[src/hdl/scwu_pkg.sv]
package scwu_pkg;

  // default channel count and field widths
  localparam int CHANNELS_DEF = 16;
  localparam int OP_W         = 3;
  localparam int CHAN_W       = 4;
  localparam int TASK_W       = 8;
  localparam int STAT_W       = 2;
  localparam int CNT_W        = 8;

  // task number that marks an empty waiter slot
  localparam logic [TASK_W-1:0] NO_TASK = 8'hff;

  // request codes
  localparam logic [OP_W-1:0] OP_SEND    = 3'd0;
  localparam logic [OP_W-1:0] OP_WAIT    = 3'd1;
  localparam logic [OP_W-1:0] OP_COLLECT = 3'd2;
  localparam logic [OP_W-1:0] OP_CLEAR   = 3'd3;
  localparam logic [OP_W-1:0] OP_CHECK   = 3'd4;

  // response status codes
  localparam logic [STAT_W-1:0] ST_OK      = 2'd0;
  localparam logic [STAT_W-1:0] ST_FULL    = 2'd1;
  localparam logic [STAT_W-1:0] ST_BLOCKED = 2'd2;

  typedef struct packed {
    logic [OP_W-1:0]   op;
    logic [CHAN_W-1:0] channel;
    logic [TASK_W-1:0] task_id;
  } req_t;

  typedef struct packed {
    logic [STAT_W-1:0] status;
    logic [CNT_W-1:0]  count;
    logic              wake_valid;
    logic [TASK_W-1:0] wake_task;
  } rsp_t;

  // one channel entry as held in the state memory
  typedef struct packed {
    logic [CNT_W-1:0]  produced;
    logic [CNT_W-1:0]  consumed;
    logic [TASK_W-1:0] waiter;
  } ent_t;

  localparam ent_t ENT_RESET = '{produced: '0, consumed: '0, waiter: NO_TASK};

endpackage

[src/hdl/scwu_chan_if.sv]
// request channel
interface scwu_req_if;
  import scwu_pkg::*;
  logic valid;
  logic ready;
  req_t data;
  modport source (output valid, output data, input ready);
  modport sink (input valid, input data, output ready);
endinterface

// response channel
interface scwu_rsp_if;
  import scwu_pkg::*;
  logic valid;
  logic ready;
  rsp_t data;
  modport source (output valid, output data, input ready);
  modport sink (input valid, input data, output ready);
endinterface

[src/hdl/signal_counter_wake_unit_core.sv]
// channel   | direction | word
// ----------+-----------+-----------------------------------------------
// in_chan   | in        | op, channel, task_id
// out_chan  | out       | status, count, wake_valid, wake_task
//
// one word per cycle sustained; a result passes the read stage and the output
// register; the rate is set by the read-modify-write of the channel state
// memory, which reads in the accept cycle and writes back as the result enters
// the output register (same-entry overlap is forwarded); reset is synchronous
// and clears one valid bit per channel, so no clearing pass is needed; a
// stalled result holds the compute stage, which then holds the request side
module signal_counter_wake_unit_core #(
  parameter int CHANNELS = scwu_pkg::CHANNELS_DEF
) (
  input logic      clk,
  input logic      rst_n,
  scwu_req_if.sink   in_chan,
  scwu_rsp_if.source out_chan
);
  import scwu_pkg::*;

  // only the first 2**CHAN_W channels are addressable
  localparam int DEPTH = (CHANNELS < (1 << CHAN_W)) ? CHANNELS : (1 << CHAN_W);
  localparam int AW    = (DEPTH > 1) ? $clog2(DEPTH) : 1;
  localparam logic [8:0] CH_LIM = 9'(CHANNELS);

  // state memory and per-entry valid bits
  ent_t             mem [DEPTH];
  logic [DEPTH-1:0] vld_r;

  // read stage registers
  logic              busy_r;
  logic [OP_W-1:0]   op_r;
  logic [TASK_W-1:0] task_r;
  logic [AW-1:0]     idx_r;
  logic              rng_r;
  logic              ent_vld_r;
  logic              fwd_r;
  ent_t              fwd_q_r;
  ent_t              rd_q_r;

  // output register
  logic out_valid_r;
  rsp_t rsp_r;

  logic          in_acc;
  logic          fire;
  logic          wr_en;
  logic [AW-1:0] in_idx;
  logic          in_rng;
  ent_t          cur;
  ent_t          ent_nxt;
  rsp_t          rsp_nxt;
  logic [CNT_W-1:0] pending;

  // handshake
  assign fire          = busy_r && (!out_valid_r || out_chan.ready);
  assign in_chan.ready = !busy_r || fire;
  assign in_acc        = in_chan.valid && in_chan.ready;
  assign in_idx        = in_chan.data.channel[AW-1:0];
  assign in_rng        = {5'b0, in_chan.data.channel} < CH_LIM;
  assign wr_en         = fire && rng_r;

  assign out_chan.valid = out_valid_r;
  assign out_chan.data  = rsp_r;

  // memory write and registered read
  always_ff @(posedge clk) begin
    if (wr_en) begin
      mem[idx_r] <= ent_nxt;
    end
    if (in_acc) begin
      rd_q_r <= mem[in_idx];
    end
  end

  // read stage control
  always_ff @(posedge clk) begin
    if (!rst_n) begin
      busy_r <= 1'b0;
      vld_r  <= '0;
      fwd_r  <= 1'b0;
    end else begin
      if (in_acc) begin
        busy_r <= 1'b1;
        fwd_r  <= wr_en && (idx_r == in_idx);
      end else if (fire) begin
        busy_r <= 1'b0;
      end
      if (wr_en) begin
        vld_r[idx_r] <= 1'b1;
      end
    end
  end

  // read stage payload
  always_ff @(posedge clk) begin
    if (in_acc) begin
      op_r      <= in_chan.data.op;
      task_r    <= in_chan.data.task_id;
      idx_r     <= in_idx;
      rng_r     <= in_rng;
      ent_vld_r <= vld_r[in_idx];
      fwd_q_r   <= ent_nxt;
    end
  end

  // current entry: forwarded write, stored value, or reset value
  always_comb begin
    if (fwd_r) begin
      cur = fwd_q_r;
    end else if (ent_vld_r) begin
      cur = rd_q_r;
    end else begin
      cur = ENT_RESET;
    end
  end

  assign pending = cur.produced - cur.consumed;

  // request evaluation
  always_comb begin
    ent_nxt = cur;
    rsp_nxt = '0;
    case (op_r)
      OP_SEND: begin
        if (8'(cur.produced + 8'd1) == cur.consumed) begin
          rsp_nxt.status = ST_FULL;
        end else begin
          ent_nxt.produced = 8'(cur.produced + 8'd1);
          if (cur.waiter != NO_TASK) begin
            rsp_nxt.wake_valid = 1'b1;
            rsp_nxt.wake_task  = cur.waiter;
            ent_nxt.waiter     = NO_TASK;
          end
        end
      end
      OP_WAIT: begin
        if (pending == '0) begin
          ent_nxt.waiter = task_r;
          rsp_nxt.status = ST_BLOCKED;
        end else begin
          ent_nxt.waiter   = NO_TASK;
          rsp_nxt.count    = pending;
          ent_nxt.consumed = 8'(cur.consumed + 8'd1);
        end
      end
      OP_COLLECT: begin
        ent_nxt.waiter = NO_TASK;
        rsp_nxt.count  = pending;
        if (pending != '0) begin
          ent_nxt.consumed = 8'(cur.consumed + 8'd1);
        end
      end
      OP_CLEAR: begin
        ent_nxt.consumed = cur.produced;
      end
      OP_CHECK: begin
        rsp_nxt.count = pending;
      end
      default: begin
        ent_nxt = cur;
      end
    endcase
    // out-of-range channel answers all zero
    if (!rng_r) begin
      rsp_nxt = '0;
    end
  end

  // output register
  always_ff @(posedge clk) begin
    if (!rst_n) begin
      out_valid_r <= 1'b0;
    end else if (fire) begin
      out_valid_r <= 1'b1;
    end else if (out_chan.ready) begin
      out_valid_r <= 1'b0;
    end
  end

  always_ff @(posedge clk) begin
    if (fire) begin
      rsp_r <= rsp_nxt;
    end
  end

`ifndef ASSERT_OFF
  // an accepted word always occupies the read stage next cycle
  a_acc_busy: assert property (@(posedge clk) disable iff (!rst_n)
    in_acc |=> busy_r)
    else $error("accepted word did not enter read stage");

  // forwarding is set exactly when an accept overlaps a same-entry write-back
  a_fwd_src: assert property (@(posedge clk) disable iff (!rst_n)
    in_acc |=> (fwd_r == $past(wr_en && (idx_r == in_idx))))
    else $error("forward flag does not match overlapping write");

  // a refused send never wakes a task
  a_full_nowake: assert property (@(posedge clk) disable iff (!rst_n)
    out_valid_r |-> !(rsp_r.status == ST_FULL && rsp_r.wake_valid))
    else $error("full status with wake");

  // a wake always names a real task
  a_wake_task: assert property (@(posedge clk) disable iff (!rst_n)
    (out_valid_r && rsp_r.wake_valid) |-> (rsp_r.wake_task != NO_TASK))
    else $error("wake of empty waiter");
`endif

endmodule

[src/flat_wrapper.sv]
// flat-port wrapper written by rule: the top's interface ports become plain ports
module signal_counter_wake_unit_core_flat import scwu_pkg::*;
#(
  parameter int CHANNELS = scwu_pkg::CHANNELS_DEF
)
  (clk, rst_n, in_chan_valid, in_chan_data, in_chan_ready, out_chan_valid, out_chan_data, out_chan_ready);
  scwu_req_if in_chan_i ();
  scwu_rsp_if out_chan_i ();
  input logic clk;
  input logic rst_n;
  input wire logic [$bits(in_chan_i.valid)-1:0] in_chan_valid;
  input wire logic [$bits(in_chan_i.data)-1:0] in_chan_data;
  output wire logic [$bits(in_chan_i.ready)-1:0] in_chan_ready;
  output wire logic [$bits(out_chan_i.valid)-1:0] out_chan_valid;
  output wire logic [$bits(out_chan_i.data)-1:0] out_chan_data;
  input wire logic [$bits(out_chan_i.ready)-1:0] out_chan_ready;
  assign in_chan_i.valid = in_chan_valid;
  assign in_chan_i.data = in_chan_data;
  assign in_chan_ready = in_chan_i.ready;
  assign out_chan_valid = out_chan_i.valid;
  assign out_chan_data = out_chan_i.data;
  assign out_chan_i.ready = out_chan_ready;
  signal_counter_wake_unit_core #(.CHANNELS(CHANNELS)) u_core (.clk(clk), .rst_n(rst_n), .in_chan(in_chan_i), .out_chan(out_chan_i));
endmodule
[config.mk]
export PLATFORM = sky130hd
export DESIGN_NAME = signal_counter_wake_unit_core_flat
export DESIGN_NICKNAME = d
export VERILOG_FILES = /design/src/hdl/scwu_pkg.sv /design/src/hdl/scwu_chan_if.sv /design/src/hdl/signal_counter_wake_unit_core.sv /design/src/flat_wrapper.sv
export SDC_FILE = /design/constraint.sdc
export NUM_CORES = 1
export LEC_CHECK = 0
export BUFFER_PORTS_ARGS = -buffer_cell sky130_fd_sc_hd__buf_2
export CORE_MARGIN = 1.5
export CORE_UTILIZATION = 56
export CTS_CLUSTER_DIAMETER = 200
export CTS_CLUSTER_SIZE = 10
export DETAILED_ROUTE_END_ITERATION = 10
export PLACE_DENSITY = 0.75
export SETUP_SLACK_MARGIN = 0.1
export SLEW_MARGIN = 30
export SYNTH_ARGS = -nofsm -noshare
export SYNTH_HDL_FRONTEND = slang
export SYNTH_SLANG_ARGS = --single-unit
export TNS_END_PERCENT = 1
[constraint.sdc]
create_clock -name clk -period 4.1 [get_ports clk]
set_input_delay 0.205 -clock clk [delete_from_list [all_inputs] [get_ports clk]]
set_output_delay 0.205 -clock clk [all_outputs]
set_load 0.02 [all_outputs]
==> flow_metrics.env <==
export IMPL_status="complete, no violations"
export IMPL_synth_edf_count=467
export IMPL_fillers=2234
export IMPL_startpoint_type="register"
export IMPL_die_height_um=191
export IMPL_max_vdd_ir_drop_mv=0.356
export IMPL_overflow=0
export IMPL_cts_tree="yes"
export IMPL_whs_ns=0.0410
export IMPL_critPathBufInv=3
export IMPL_crit_arrival_ns=4.21
export IMPL_antenna_found_initial=0
export IMPL_fin_worst_skew_ns=0.0175
export IMPL_place_gp_congestion=1.02
export IMPL_synthCells=1032
export IMPL_finalSetupViolations=0
export IMPL_critPathTopFamily="compound AO/OA/AOI/OAI gates"
export IMPL_yosys_register_bits=486
export IMPL_syn_avg_cell_area_um2=19.2
export IMPL_remaining_drc_errors=0
export IMPL_yosysSeqAreaShare=0.726
export IMPL_end_kind="register"
export IMPL_port_buffers=39
export IMPL_synth_distinct_cells=76
export IMPL_path_max_fanout=55
export IMPL_clk_latency_ns=0.59
export IMPL_grt_total_usage=0.262
export IMPL_via_per_inst=6.56
export IMPL_rsz0062_at_grt="no"
export IMPL_antenna_cells=0
export IMPL_htreeDepth=2
export IMPL_relSlewSlack=0.395
export IMPL_row_count=68
export IMPL_core_um2=34700
export IMPL_cts_sinks=486
export IMPL_fp_dieW_um=191
export IMPL_final_cell_mix="edfxtp_1 (467), mux4_2 (125), buf_4 (71)"
export IMPL_slew_violations=0
export IMPL_yosysWarningCount=0
export IMPL_period_share=0.924
export IMPL_syn_area_um2=19800
export IMPL_routedWlPerCell_um=28.1
export IMPL_ant_nets=0
export IMPL_critical_path_slowest_cell="a21boi_2"
export IMPL_dpl_hpwl_um=28200
export IMPL_hold_viol=0
export IMPL_synth_main_ff_cell="edfxtp_1"
export IMPL_period_needed_ns=3.79
export IMPL_async_flop_share=0
export IMPL_drive_gt1_frac=0.297
export IMPL_p_leak_uw=0.00742
export IMPL_dieArea_um2=36600
export IMPL_numCtsBuffers=54
export IMPL_wirelength_um=46100
export IMPL_vias=10800
export IMPL_drv_cap=0
export IMPL_tightest_slew_ns=0.907
export IMPL_crit_chain="buf_12 -> a22o_1 -> inv_1 -> ha_1 -> a21bo_2 -> a211oi_2 -> a2111o_1 -> o311a_1 -> o311a_2 -> a31oi_4 -> a21boi_2 -> o21ai_0 -> a22oi_1 -> buf_4"
export IMPL_cts_setup_buffers=0
export IMPL_layout_commonest_cell="edfxtp_1"
export IMPL_crit_type="reg2reg"
export IMPL_cts_buffer_depth=3
export IMPL_syn_nets=1056
export IMPL_totalNegativeSetupSlack_ns=0
export IMPL_dr_first_iter_drc_count=1300
export IMPL_grt_max_degree=56
export IMPL_grt_pass1_wl_um=68700
export IMPL_clock_root_buffer="clkbuf_16"
export IMPL_area_growth_syn_to_layout_pct=15.4
export IMPL_slowest_delay_ns=0.51
export IMPL_first_global_vias=10800
export IMPL_cellPowerDensity_nw_per_um2=465
export IMPL_cp_required_ns=4.53
export IMPL_clk_pin_slew_ns=0.05
export IMPL_max_freq_ghz=0.264
export IMPL_start_util=0.572
export IMPL_hp_class="in2reg"
export IMPL_ios=40
export IMPL_dr_pass1_iters=5
export IMPL_finalNetCount=1187
## cell families (layout without fill, tap and decap cells)
group | count (synthesis) | after routing | share of synthesized area
compound gates | 146 | 146 | 0.0567
xor+xnor | 29 | 29 | 0.0128
fa+ha+maj | 7 | 7 | 0.00422
buf+inv | 72 | 228 | 0.0156
flops | 486 | 486 | 0.726
mux | 128 | 128 | 0.143
simple gates | 164 | 164 | 0.0416
## metrics by stage
step	setup WS (ns)	cells	total power, uW	instance area, um^2	utilization
final	0.313	1643	10600	22900	0.660
after global routing	0.0949	1643	10900	22900	0.660
after CTS	0.174	1643	10700	22800	0.658
after global placement	0.0939	1548	6440	21100	0.609
after detailed placement	-0.193	1548	6450	21100	0.609
after floorplan	-0.203	1032	6200	19900	-
## worst register-to-register path: stages, from the launching register on
cell      delay [ns]
dfxtp_2         0.35
buf_12          0.24
a22o_1          0.25
inv_1           0.07
ha_1            0.30
a21bo_2         0.23
a211oi_2        0.37
a2111o_1        0.18
o311a_1         0.15
o311a_2         0.22
a31oi_4         0.06
a21boi_2        0.51
o21ai_0         0.22
a22oi_1         0.24
buf_4           0.24
## power by group
group	total [uW]	switching (uW)	internal, uW
sequential	5630	54.0	5570
combinational	754	447	307
clock	4260	1810	2450
## cells in the mapped netlist (5+ instances only)
library cell	count	area, um^2
a21oi_1	16	80.1
a22o_1	7	61.3
a22oi_1	14	105
buf_1	15	56.3
buf_2	7	35.0
clkbuf_1	25	93.8
dfxtp_1	19	380
edfxtp_1	467	14000
ha_1	5	62.6
inv_1	18	67.6
mux4_2	125	2820
nand2_1	43	161
nand3_1	15	75.1
nand3b_1	10	75.1
nor2_1	42	158
nor2b_1	11	68.8
nor3_1	11	55.1
nor4_1	5	31.3
o21a_1	21	158
o21ai_0	13	65.1
o21ai_1	7	35.0
o221ai_1	5	43.8
o22ai_1	9	56.3
o41ai_1	5	43.8
xnor2_1	15	131
xor2_1	14	123
## routing by layer
layer,track usage,part of all wire,vias up
met5,0,0,-
met4,0.0953,0.033,0
met3,0.0470,0.084,112
met2,0.418,0.48,567
met1,0.368,0.40,5567
li1,-,-,4529
## worst paths after layout
check	end	slack, ns	start	depth (start not counted)
max	u_core.mem[2][6]	0.31	u_core.fwd_r	14
min	u_core.vld_r[0]	0.04	rst_n	2
max reg2reg	u_core.mem[2][6]	0.31	u_core.fwd_r	14
min reg2reg	u_core.vld_r[8]	0.46	u_core.vld_r[8]	1
## area by class of cell
type | instances | area, um^2 | share of cell area
clock inverters | 3 | 58.8 | 0.00257
multi-input cells | 474 | 5360 | 0.234
clock buffers | 78 | 1460 | 0.0639
well taps | 455 | 569 | 0.0249
inverters | 20 | 75.1 | 0.00328
flip-flops and latches | 486 | 14400 | 0.629
repair buffers | 127 | 965 | 0.0421
## timing repair
item | in CTS | in global routing
setup endpoints to repair | 85 | 306
hold buffers | 14 | 0
hold endpoints to repair | 13 | 0
gates cloned | 0 | 0
gates resized for setup | 5 | 9
pin swaps | 0 | 1
## state kept, by name, indices dropped and copies added, names as in the netlist
signal                 cells
u_core.mem               384
u_core.busy_r              1
u_core.fwd_r               1
u_core.rd_q_r             24
u_core.idx_r               4
u_core.out_chan.valid      1
u_core.op_r                3
u_core.ent_vld_r           1
u_core.out_chan.data      19
u_core.fwd_q_r            24
u_core.task_r              8
u_core.vld_r              16
No activity file was read; power rests on OpenSTA's default activity.
